===== src/hw/rtl/tcgr_pkg.sv =====
package tcgr_pkg;

    localparam int GLYPH_COUNT      = 512;
    localparam int MAX_GLYPH_HEIGHT = 32;
    localparam int MAX_GLYPH_WIDTH  = 16;
    localparam int MAP_ENTRIES      = 256;
    localparam int MAX_COLS         = 512;
    localparam int MAX_ROWS         = 256;
    localparam int FONT_BYTES       = 32768;
    localparam int QUEUE_DEPTH      = 4;

    localparam int MAP_AW   = $clog2(MAP_ENTRIES);
    localparam int FONT_AW  = $clog2(FONT_BYTES);
    localparam int GLYPH_W  = $clog2(GLYPH_COUNT);
    localparam int QUEUE_AW = $clog2(QUEUE_DEPTH);

    typedef enum logic [1:0] {
        OP_MAP  = 2'd0,
        OP_FONT = 2'd1,
        OP_PUT  = 2'd2,
        OP_NONE = 2'd3
    } t_op;

    typedef enum logic [2:0] {
        REG_FG_BG_RGB    = 3'd0,
        REG_COLOR_LAYOUT = 3'd1,
        REG_SCREEN_WIDTH = 3'd2,
        REG_BYTES_PER_PX = 3'd3,
        REG_GLYPH_WIDTH  = 3'd4,
        REG_GLYPH_HEIGHT = 3'd5,
        REG_TEXT_COLS    = 3'd6,
        REG_TEXT_ROWS    = 3'd7
    } t_reg;

    typedef enum logic [2:0] {
        S_IDLE,
        S_SET1,
        S_SET2,
        S_SET3,
        S_RD0,
        S_RD1,
        S_CAP
    } t_state;

    typedef struct packed {
        logic [47:0] fg_bg_rgb;
        logic [26:0] color_layout;
        logic [12:0] screen_width_px;
        logic [2:0]  bytes_per_pixel;
        logic [4:0]  glyph_width;
        logic [5:0]  glyph_height;
        logic [9:0]  text_cols;
        logic [8:0]  text_rows;
    } t_cfg;

    typedef struct packed {
        logic               is_put;
        logic [GLYPH_W-1:0] glyph;
        logic [FONT_AW-1:0] font_address;
        logic [7:0]         font_byte;
    } t_cmd;

    typedef struct packed {
        logic valid;
        logic ready;
    } t_hs;

endpackage


===== src/hw/rtl/tcgr_fifo.sv =====
module tcgr_fifo (
    input  logic           i_clk,
    input  logic           i_rst_n,
    input  tcgr_pkg::t_cmd i_data,
    input  tcgr_pkg::t_hs  i_push_hs,
    output logic           o_push_ready,
    output tcgr_pkg::t_cmd o_data,
    output logic           o_pop_valid,
    input  logic           i_pop_ready
);
    tcgr_pkg::t_cmd                r_ent [tcgr_pkg::QUEUE_DEPTH];
    logic [tcgr_pkg::QUEUE_AW-1:0] r_wp;
    logic [tcgr_pkg::QUEUE_AW-1:0] r_rp;
    logic [tcgr_pkg::QUEUE_AW:0]   r_cnt;
    logic                          push;
    logic                          pop;

    assign o_push_ready = r_cnt != (tcgr_pkg::QUEUE_AW + 1)'(tcgr_pkg::QUEUE_DEPTH);
    assign o_pop_valid  = r_cnt != '0;
    assign push         = i_push_hs.valid && o_push_ready;
    assign pop          = o_pop_valid && i_pop_ready;
    assign o_data       = r_ent[r_rp];

    always_ff @(posedge i_clk) begin
        if (!i_rst_n) begin
            r_wp  <= '0;
            r_rp  <= '0;
            r_cnt <= '0;
        end else begin
            if (push) r_wp <= r_wp + 1'b1;
            if (pop)  r_rp <= r_rp + 1'b1;
            r_cnt <= r_cnt + (tcgr_pkg::QUEUE_AW + 1)'(push) - (tcgr_pkg::QUEUE_AW + 1)'(pop);
        end
    end

    always_ff @(posedge i_clk) begin
        if (push) r_ent[r_wp] <= i_data;
    end
endmodule


===== config.mk =====
export PLATFORM = sky130hd
export DESIGN_NAME = tcgr_fifo
export DESIGN_NICKNAME = d
export VERILOG_FILES = /design/src/hw/rtl/tcgr_pkg.sv /design/src/hw/rtl/tcgr_fifo.sv
export SDC_FILE = /design/constraint.sdc
export NUM_CORES = 1
export LEC_CHECK = 0
export ABC_AREA = 1
export BUFFER_PORTS_ARGS = -buffer_cell sky130_fd_sc_hd__buf_2
export CORE_ASPECT_RATIO = 1.2
export CORE_UTILIZATION = 57
export DETAILED_ROUTE_END_ITERATION = 6
export PLACE_DENSITY = 0.79
export SYNTH_ARGS = -nofsm -noshare
export SYNTH_HDL_FRONTEND = slang
export SYNTH_SLANG_ARGS = --single-unit

===== constraint.sdc =====
create_clock -name i_clk -period 3.6 [get_ports i_clk]
set_input_delay 0.36 -clock i_clk [delete_from_list [all_inputs] [get_ports i_clk]]
set_output_delay 0.36 -clock i_clk [all_outputs]
set_load 0.05 [all_outputs]

==> flow_summary_export.csv <==
group,metric,value,unit
run_status,status,"complete, no violations",
detailed_routing,wl_per_cell,18.07,microns
global_route,gr-total-overflow,0,
yosys,synthTopCellsByCount,"edfxtp_1 (132), nor2_1 (78), o21ai_0 (49)",
worst_setup_path,worstSetupStartpointType,"register",
yosys,synthArstFlopShare,0,%
yosys,synth_edf_count,132,
worst_setup_path,cp-end-kind,"output port",
worst_setup_path,timing.rr.end,"r_ent[0][11]",
sta,finalCritPeriodShare,76.30,%
sta,relSlewSlack,26.99,%
floorplanning,chipWidth,90.84,microns
worst_setup_path,worstPathRequired,3.24,ns
power,ir_drop,0.5917,mV
yosys,yosys.cell_count.top_type,"edfxtp_1",
yosys,seq_area_frac_synth,76.77,%
cts,clkSinkCount,141,
cells_and_area,fin_nets,505,
yosys,synthMuxAreaShare,0,%
global_route,grt_pass1_wl,16.30,mm
cts,clkLatencyLatePin,0.52,ns
placement,routabilityCongestion,0.6950,
cells_and_area,drive_gt1_share,23.68,%
sta,fin_worst_skew,0.006796,ns
floorplanning,core_area,0.009129,sq mm
worst_setup_path,worst-setup-path-type,"reg2out",
floorplanning,dieArea,0.009865,sq mm
floorplanning,die_y,108.6,microns
sta,clock.fmax,0.3641,GHz
floorplanning,io_pins,73,
yosys,synth_xor_area_share,0,%
worst_setup_path,arrival,2.39,ns
yosys,ys_types,19,
yosys,ys.flop_type,"edfxtp_1",
run,cap_violations,0,
worst_setup_path,reg2reg_setup_slack,1.28,ns
worst_setup_path,r2r_start,"r_cnt[1]",
sta,final-setup-viol-count,0,
global_route,grt_pass1_vias,3253,
detailed_routing,drtAntennaViolNets,0,
floorplanning,rows,38,
cells_and_area,multi_input_area,0.001059,sq mm
placement,hpwlAfterDp,5.786,mm
global_route,grt_max_degree,67,
cts,cts_buffer_depth,2,
yosys,yosys_register_bits,141,
yosys,synth-compound-area-share,10.69,%
yosys,synthAdderAreaFrac,1.762,%
yosys,synth_top_cell_by_area,"edfxtp_1",
yosys,synth_area_leaders,"edfxtp_1 (73%), nor2_1 (5.4%), o21ai_0 (4.5%)",
yosys,synthSimpleGateAreaFrac,6.606,%
cells_and_area,seqCellArea,0.004145,sq mm
yosys,synth_area_per_cell,14.06,sq um
detailed_routing,first_pass_iters,4,
cells_and_area,final_area,0.006480,sq mm
sta,hold_viol,0,
floorplanning,initial_utilization,59.13,%
cts,cts_buffers,17,
placement,io_buffer_count,71,
sta,finalSetupTns,0,ns
power,total_power,5573,uW
yosys,yosysTopAreaCellShare,73.44,%
detailed_routing,num_vias,3338,
yosys,mappedNetlistArea,0.005398,sq mm
cts,cts_max_level,4,
yosys,ys_warn_count,0,
global_route,grt_usage,22.93,%
placement,placed_area,0.005814,sq mm
worst_setup_path,reg2reg_depth,5,
cts,cts_tree,"built",
detailed_routing,wirelength,10.72,mm
yosys,synth_cells,384,
cells_and_area,area_growth,20.05,%
power,p_leak,0.002362,uW
detailed_routing,drt-initial-drc-count,294,
cts,post_cts_buffers,0,
cts,cts_root_buf,"clkbuf_8",
hold_path,hp-class,"in2reg",
cells_and_area,utilization,70.98,%
yosys,synth_top_family_by_area,"compound AO/OA/AOI/OAI gates",
cts,cts_resized,0,
detailed_routing,viasPerCell,5.629,
worst_setup_path,crit_path_end,"o_data[25]",
cts,cts.clk_slew.worst_paths,0.06,ns
cells_and_area,fill_cells,622,
sta,slew_violations,0,
worst_setup_path,path_max_fanout,66,
cells_and_area,diodes,0,
sta,tightest_slew,1.093,ns
sta,grt_setup_unrepaired,"false",
detailed_routing,drc,0,
sta,layout_min_cycle_time,2.747,ns
cts,hold_buffers,0,
global_route,antenna_found_initial,1,
yosys,syn-num-nets,429,
power,p_per_area,860.0,mW/mm^2
hold_path,worstHoldPathCells,1,
## critical path, stage by stage, from the launching register on
cell and delay (ns):
dfxtp_2 0.32, inv_2 0.78, o21ai_0 0.24, o22ai_1 0.22, buf_2 0.30
## final cells by class
| type | instances | area share [%] |
|---|---|---|
| clock buffer | 19 | 6.507 |
| clock inverter | 13 | 3.765 |
| inverter | 16 | 0.9268 |
| multi-input combinational | 207 | 16.34 |
| sequential | 141 | 63.97 |
| tap | 120 | 2.317 |
| timing repair buffer | 77 | 6.179 |
## layout by cell type (no fill, tap or decap), drive strengths merged
master	count
edfxtp	132
nor2	78
buf	77
o21ai	67
o22ai	33
clkbuf	19
inv	16
nand2	13
dfxtp	9
bufinv	7
ha	6
clkinv	5
a21oi	4
nand3	3
a21boi	2
fa	1
clkinvlp	1
## metal layers
| layer | up-vias | GRT usage [%] | wire [microns] |
|---|---|---|---|
| li1 | 1572 | - | - |
| met2 | 117 | 40.31 | 5751 |
| met4 | 0 | 10.20 | 151 |
| met5 | - | 0 | 0 |
| met1 | 1637 | 26.27 | 4108 |
| met3 | 12 | 6.540 | 706 |
## state kept, by name, summed over array words and instances (netlist names), named ones only
signal / count
r_rp: 2
r_wp: 2
r_ent: 132
r_cnt: 3
## kinds of logic (layout without fill, tap and decap cells)
kind of cell	count (synthesis)	count (layout)
AOI/OAI and AO/OA	106	106
adders and majority gates	7	7
buffers and inverters	36	125
DFF	141	141
and+or+nand+nor	94	94
## worst min path at each step
stage | endpoint | slack, ns | from
after global routing | r_ent[2][19] | 0.03 | i_data[19]
after global placement | r_rp[0] | 0.47 | r_rp[0]
after floorplan | register | 0.45 | r_rp[0]
after CTS | r_ent[2][23] | 0.04 | i_data[23]
after detailed placement | register | 0.48 | r_rp[0]
final | r_ent[2][23] | 0.05 | i_data[23]
## report_power, final
| part | switching [uW] | internal [uW] | leakage (uW) |
|---|---|---|---|
| logic | 1240 | 333 | 0.000758 |
| registers | 60.8 | 2000 | 0.00128 |
| clock network | 612 | 1330 | 0.000321 |
| total | 1910 | 3660 | 0.00236 |
## through the flow
stage / std cells / hold slack [ns] / setup WS (ns)
final: 593 / 0.05370 / 0.8533
after global routing: 593 / 0.02942 / 0.6799
after CTS: 593 / 0.03762 / 0.8193
after detailed placement: 561 / 0.4831 / 1.287
after global placement: 561 / 0.4659 / 1.359
after floorplan: 384 / 0.4481 / 0.6402
(Power assumes the default switching activity.)
