[src/hw/rtl/tcgr_pkg.sv]
package tcgr_pkg;

    localparam int GLYPH_COUNT      = 512;
    localparam int MAX_GLYPH_HEIGHT = 32;
    localparam int MAX_GLYPH_WIDTH  = 16;
    localparam int MAP_ENTRIES      = 256;
    localparam int MAX_COLS         = 512;
    localparam int MAX_ROWS         = 256;
    localparam int FONT_BYTES       = 32768;
    localparam int QUEUE_DEPTH      = 4;

    localparam int MAP_AW   = $clog2(MAP_ENTRIES);
    localparam int FONT_AW  = $clog2(FONT_BYTES);
    localparam int GLYPH_W  = $clog2(GLYPH_COUNT);
    localparam int QUEUE_AW = $clog2(QUEUE_DEPTH);

    typedef enum logic [1:0] {
        OP_MAP  = 2'd0,
        OP_FONT = 2'd1,
        OP_PUT  = 2'd2,
        OP_NONE = 2'd3
    } t_op;

    typedef enum logic [2:0] {
        REG_FG_BG_RGB    = 3'd0,
        REG_COLOR_LAYOUT = 3'd1,
        REG_SCREEN_WIDTH = 3'd2,
        REG_BYTES_PER_PX = 3'd3,
        REG_GLYPH_WIDTH  = 3'd4,
        REG_GLYPH_HEIGHT = 3'd5,
        REG_TEXT_COLS    = 3'd6,
        REG_TEXT_ROWS    = 3'd7
    } t_reg;

    typedef enum logic [2:0] {
        S_IDLE,
        S_SET1,
        S_SET2,
        S_SET3,
        S_RD0,
        S_RD1,
        S_CAP
    } t_state;

    typedef struct packed {
        logic [47:0] fg_bg_rgb;
        logic [26:0] color_layout;
        logic [12:0] screen_width_px;
        logic [2:0]  bytes_per_pixel;
        logic [4:0]  glyph_width;
        logic [5:0]  glyph_height;
        logic [9:0]  text_cols;
        logic [8:0]  text_rows;
    } t_cfg;

    typedef struct packed {
        logic               is_put;
        logic [GLYPH_W-1:0] glyph;
        logic [FONT_AW-1:0] font_address;
        logic [7:0]         font_byte;
    } t_cmd;

    typedef struct packed {
        logic valid;
        logic ready;
    } t_hs;

endpackage

[src/hw/rtl/tcgr_in_if.sv]
interface tcgr_in_if;
    logic       valid;
    logic       ready;
    logic [1:0] operation;
    logic [7:0] char_code;
    logic [8:0] glyph_number;
    logic [14:0] font_address;
    logic [7:0] font_byte;

    modport source (output valid, operation, char_code, glyph_number, font_address, font_byte,
                    input ready);
    modport sink   (input valid, operation, char_code, glyph_number, font_address, font_byte,
                    output ready);
endinterface

[src/hw/rtl/tcgr_ram.sv]
module tcgr_ram #(
    parameter int WIDTH = 8,
    parameter int DEPTH = 256
) (
    input  logic                     i_clk,
    input  logic                     i_en,
    input  logic                     i_we,
    input  logic [$clog2(DEPTH)-1:0] i_addr,
    input  logic [WIDTH-1:0]         i_wdata,
    output logic [WIDTH-1:0]         o_rdata
);
    logic [WIDTH-1:0] r_mem [DEPTH];
    logic [WIDTH-1:0] r_q;

    always_ff @(posedge i_clk) begin
        if (i_en) begin
            if (i_we) begin
                r_mem[i_addr] <= i_wdata;
            end else begin
                r_q <= r_mem[i_addr];
            end
        end
    end

    assign o_rdata = r_q;
endmodule

[src/hw/rtl/tcgr_front.sv]
module tcgr_front (
    input  logic                i_clk,
    input  logic                i_rst_n,
    tcgr_in_if.sink             i_cmd,
    output tcgr_pkg::t_cmd      o_push_data,
    output tcgr_pkg::t_hs       o_push_hs_v,
    input  logic                i_push_ready
);
    logic [tcgr_pkg::MAP_ENTRIES-1:0] r_map_vld;
    logic                             r_s1_vld;
    logic                             r_s1_put;
    logic                             r_s1_hit;
    logic [tcgr_pkg::FONT_AW-1:0]     r_s1_addr;
    logic [7:0]                       r_s1_byte;
    logic [tcgr_pkg::GLYPH_W-1:0]     map_q;
    logic [tcgr_pkg::GLYPH_W-1:0]     glyph;
    tcgr_pkg::t_op                    op;
    logic                             accept;

    assign op           = tcgr_pkg::t_op'(i_cmd.operation);
    assign i_cmd.ready  = !r_s1_vld || i_push_ready;
    assign accept       = i_cmd.valid && i_cmd.ready;

    tcgr_ram #(
        .WIDTH (tcgr_pkg::GLYPH_W),
        .DEPTH (tcgr_pkg::MAP_ENTRIES)
    ) u_map (
        .i_clk   (i_clk),
        .i_en    (accept && (op == tcgr_pkg::OP_MAP || op == tcgr_pkg::OP_PUT)),
        .i_we    (op == tcgr_pkg::OP_MAP),
        .i_addr  (i_cmd.char_code[tcgr_pkg::MAP_AW-1:0]),
        .i_wdata (i_cmd.glyph_number),
        .o_rdata (map_q)
    );

    // entries never written read as glyph 0
    always_ff @(posedge i_clk) begin
        if (!i_rst_n) begin
            r_map_vld <= '0;
            r_s1_vld  <= 1'b0;
        end else begin
            if (accept && op == tcgr_pkg::OP_MAP) begin
                r_map_vld[i_cmd.char_code[tcgr_pkg::MAP_AW-1:0]] <= 1'b1;
            end
            if (accept) begin
                r_s1_vld <= (op == tcgr_pkg::OP_FONT) || (op == tcgr_pkg::OP_PUT);
            end else if (i_push_ready) begin
                r_s1_vld <= 1'b0;
            end
        end
    end

    always_ff @(posedge i_clk) begin
        if (accept) begin
            r_s1_put  <= (op == tcgr_pkg::OP_PUT);
            r_s1_hit  <= r_map_vld[i_cmd.char_code[tcgr_pkg::MAP_AW-1:0]];
            r_s1_addr <= i_cmd.font_address;
            r_s1_byte <= i_cmd.font_byte;
        end
    end

    always_comb begin
        glyph = r_s1_hit ? map_q : '0;
        if ({1'b0, glyph} >= (tcgr_pkg::GLYPH_W + 1)'(tcgr_pkg::GLYPH_COUNT)) begin
            glyph = '0;
        end
    end

    assign o_push_data.is_put       = r_s1_put;
    assign o_push_data.glyph        = glyph;
    assign o_push_data.font_address = r_s1_addr;
    assign o_push_data.font_byte    = r_s1_byte;
    assign o_push_hs_v.valid        = r_s1_vld;
    assign o_push_hs_v.ready        = i_push_ready;
endmodule

[src/flat_wrapper.sv]
// flat-port wrapper written by rule: the top's interface ports become plain ports
module tcgr_front_flat 
  (i_clk, i_rst_n, o_push_data, o_push_hs_v, i_push_ready, i_cmd_valid, i_cmd_operation, i_cmd_char_code, i_cmd_glyph_number, i_cmd_font_address, i_cmd_font_byte, i_cmd_ready);
  tcgr_in_if i_cmd_i ();
  input  logic i_clk;
  input  logic i_rst_n;
  output tcgr_pkg::t_cmd o_push_data;
  output tcgr_pkg::t_hs o_push_hs_v;
  input  logic i_push_ready;
  input wire logic [$bits(i_cmd_i.valid)-1:0] i_cmd_valid;
  input wire logic [$bits(i_cmd_i.operation)-1:0] i_cmd_operation;
  input wire logic [$bits(i_cmd_i.char_code)-1:0] i_cmd_char_code;
  input wire logic [$bits(i_cmd_i.glyph_number)-1:0] i_cmd_glyph_number;
  input wire logic [$bits(i_cmd_i.font_address)-1:0] i_cmd_font_address;
  input wire logic [$bits(i_cmd_i.font_byte)-1:0] i_cmd_font_byte;
  output wire logic [$bits(i_cmd_i.ready)-1:0] i_cmd_ready;
  assign i_cmd_i.valid = i_cmd_valid;
  assign i_cmd_i.operation = i_cmd_operation;
  assign i_cmd_i.char_code = i_cmd_char_code;
  assign i_cmd_i.glyph_number = i_cmd_glyph_number;
  assign i_cmd_i.font_address = i_cmd_font_address;
  assign i_cmd_i.font_byte = i_cmd_font_byte;
  assign i_cmd_ready = i_cmd_i.ready;
  tcgr_front u_core (.i_clk(i_clk), .i_rst_n(i_rst_n), .i_cmd(i_cmd_i), .o_push_data(o_push_data), .o_push_hs_v(o_push_hs_v), .i_push_ready(i_push_ready));
endmodule
[config.mk]
export PLATFORM = sky130hd
export DESIGN_NAME = tcgr_front_flat
export DESIGN_NICKNAME = d
export VERILOG_FILES = /design/src/hw/rtl/tcgr_pkg.sv /design/src/hw/rtl/tcgr_in_if.sv /design/src/hw/rtl/tcgr_ram.sv /design/src/hw/rtl/tcgr_front.sv /design/src/flat_wrapper.sv
export SDC_FILE = /design/constraint.sdc
export NUM_CORES = 2
export LEC_CHECK = 0
export ABC_AREA = 1
export BUFFER_PORTS_ARGS = -buffer_cell sky130_fd_sc_hd__buf_4
export CAP_MARGIN = 5
export CELL_PAD_IN_SITES_DETAIL_PLACEMENT = 2
export CELL_PAD_IN_SITES_GLOBAL_PLACEMENT = 2
export CORE_MARGIN = 2
export CORE_UTILIZATION = 42
export DETAILED_ROUTE_END_ITERATION = 12
export PLACE_DENSITY = 0.75
export SYNTH_ARGS = -nofsm -noshare
export SYNTH_HDL_FRONTEND = slang
export SYNTH_HIERARCHICAL = 1
export SYNTH_SLANG_ARGS = --single-unit
[constraint.sdc]
create_clock -name i_clk -period 2.91 [get_ports i_clk]
set_input_delay 0.4365 -clock i_clk [delete_from_list [all_inputs] [get_ports i_clk]]
set_output_delay 0.4365 -clock i_clk [all_outputs]
set_load 0.02 [all_outputs]
==> impl_metrics.toml <==
[drt]
drc_errors = 0
wl_um = 420000
routedWlPerCell_um = 28.6
via_per_inst = 5.66
antenna_left = 0
firstDrtPassIters = 6
vias = 83300
drt_iter0_markers = 6920

[finish]
drive_gt1_share_pct = 12.3
fin_util_pct = 50.2
area_delta_synth_final_pct = 18.7
nets = 11200

[power_and_ir_drop]
swShare_pct = 24.0
ir_drop_uv = 645
p_leak_nw = 50.6
p_seq_share_pct = 49.1
p_switching_mw = 19.9
clkPwrFrac_pct = 44.1
p_comb_share_pct = 6.8
intPower_mw = 62.9
power_density_nw_per_um2 = 649

[worst_hold_path]
hold_path.class = "input pin to register"

[place]
port_buffers = 81
gp_congestion = 0.845
dp_hpwl_um = 259000

[global_routing]
grt_max_degree = 97
grt_pass1_vias = 92200
grt_pass1_wl_um = 618000
grt_usage_pct = 32.1
antenna_found_initial = 14
grt_remaining_overflow = 0

[clock_network]
cts_root_buf = "clkbuf_16"
clk_pin_slew_ps = 60
cts_buffers = 304
cts_tree = "yes"
cts-resized-gates = 0
clockBufferDepth = 4
cts_sinks = 2595
worstSkewPairLatency_ps = 940
htree_levels = 5

[setup_path]
max_stage_delay_ps = 560
crit_slowest_cell = "dlygate4sd3_1"
worst_setup_path_end_kind = "register"
start_kind = "input pin"
crit_arrival_ps = 3320
critPathBufInv = 7
worstPathRequired_ps = 3510
cp_top_family = "buffers and inverters"
worstPathMaxFanout = 16
path_cells = "dlygate4sd3_1 -> buf_4 -> inv_1 -> ha_1 -> nor2_1 -> nor2_1 -> nand2_1 -> inv_1 -> buf_12 -> nand4_1 -> buf_4 -> nor2_1 -> buf_4"
path_class = "input pin to register"

[sta]
fmax_mhz = 368
hold_viol = 0
fin_crit_sh_pct = 93.4
tightestPinTransition_ps = 944
setup_viol_count_final = 0
skew_ps = 60.1
maxSlewHeadroom_pct = 37.0
post-route-min-period_ps = 2720
finalHoldWorstSlack_ps = 22.0
rsz0062_at_grt = "no"
slew_viol_final = 0

[floorplan]
die_y_um = 510
start_util_pct = 42.2
core_um2 = 254000
die_w_um = 510
ioPinCount = 82
die_area_um2 = 260000
fp-row-count = 185

[yosys]
synth_seq_area_share_pct = 70.2
yosysTopAreaCellShare_pct = 65.4
synth.cell_area_um2 = 107000
synth.area.top_cells = "edfxtp_1, nand2_1, dfxtp_1, nand3_1, nor2_1"
syn-mean-instance-area_um2 = 10.3
synth_cell_types = 27
synth_warnings = 6
netlist_instances = 10500
yosys.area.top_type = "edfxtp_1"
ys_ff_latch = 2595
syn-num-nets = 10500

[job]
maxCapViolCount = 0

[outcome]
status = "completed"
==> cells by family after synthesis <==
kind of cell | count (synthesis) | share of synthesized area, %
fa+ha+maj | 2 | 0.0233
buf+inv | 773 | 3.11
compound gates | 516 | 2.42
simple gates | 6566 | 24.3
flops | 2595 | 70.2
==> Yosys cell counts, drive strengths merged <==
cell type	n
a21oi	247
a31oi	16
buf	281
clkbuf	345
clkinv	3
dfxtp	257
edfxtp	2338
ha	2
inv	144
nand2	5191
nand3	636
nand4	156
nor2	569
nor3	14
o21ai	253
==> worst register-to-register path, delay by kind of cell, from the launching register on <==
kind	cells	cell delay, ps
flip-flops	1	350
buffers and inverters	4	870
AND/OR/NAND/NOR	6	1130
==> flip-flops by register name, summed over array words and instances (netlist names) <==
| name | cells |
|---|---|
| u_core/r_map_vld | 256 |
| u_core/r_s1_addr | 15 |
| u_core/r_s1_byte | 8 |
| u_core/r_s1_hit | 1 |
| u_core/r_s1_put | 1 |
| u_core/r_s1_vld | 1 |
| u_core/u_map/o_rdata | 9 |
| u_core/u_map/r_mem | 2304 |
==> layer usage <==
metal / global-route usage [%] / share of wire [%]
met1: 40.5 / 40
met2: 55.7 / 50
met3: 4.10 / 5.4
met4: 13.2 / 4.4
met5: 0 / 0.0064
==> what timing repair did <==
action,4_1_cts,5_1_grt
endpoints found under the hold margin,214,0
endpoints found under the setup margin,1,0
hold buffers,35,0
setup buffers,2,0
==> cell usage in the layout, fill, tap and decap left out, drive strengths merged <==
| cell type | n |
|---|---|
| nand2 | 5191 |
| clkinvlp | 3 |
| o21ai | 253 |
| nand3 | 636 |
| inv | 151 |
| clkinv | 111 |
| a31oi | 16 |
| dlygate4sd3 | 35 |
| ha | 2 |
| dfxtp | 257 |
| nor3 | 14 |
| nor2 | 569 |
| a21oi | 247 |
| bufinv | 15 |
| buf | 950 |
| nand4 | 156 |
| edfxtp | 2338 |
| diode | 4 |
| clkbuf | 390 |
==> worst paths after layout <==
| kind | startpoint | end | slack (ps) | cells past startpoint |
|---|---|---|---|---|
| worst max-delay path | i_cmd_operation[1] | u_core/u_map/r_mem[220][4] | 190 | 13 |
| worst min-delay path | i_cmd_glyph_number[3] | u_core/u_map/r_mem[180][3] | 20 | 1 |
| worst max register to register | u_core/r_s1_vld | u_core/u_map/r_mem[220][4] | 210 | 10 |
| worst min register to register | u_core/r_map_vld[36] | u_core/r_map_vld[36] | 450 | 2 |
==> cell type report <==
type	instances	area, um2
fill	25500	127000
sequential	2595	75400
multi-input combinational	7084	28800
timing repair buffer	985	9450
clock buffer	390	8060
tap	3366	4210
clock inverter	133	1050
inverter	147	587
antenna	4	10.0
==> power groups by stage <==
stage	Combinational (mW)	Clock [mW]	Sequential, mW
final	5.65	36.5	40.6
after floorplan	2.34	0	41.4
after detailed placement	5.44	0	41.4
after global routing	6.00	38.2	40.6
after global placement	5.19	0	41.4
after CTS	5.61	36.9	40.6
==> stage by stage <==
stage / area, um2 / power (mW) / cells / setup TNS (ps) / worst slack (ps)
3_5_place_dp: 118000 / 46.9 / 14100 / -9880 / -469
3_3_place_gp: 118000 / 46.6 / 14100 / -11810 / -448
6_report: 127000 / 82.8 / 14700 / 0 / 192
2_1_floorplan: 107000 / 43.8 / 10500 / 0 / 275
5_1_grt: 127000 / 84.9 / 14700 / 0 / 126
4_1_cts: 127000 / 83.1 / 14700 / 0 / 218
No activity file was read; power rests on OpenSTA's default activity.
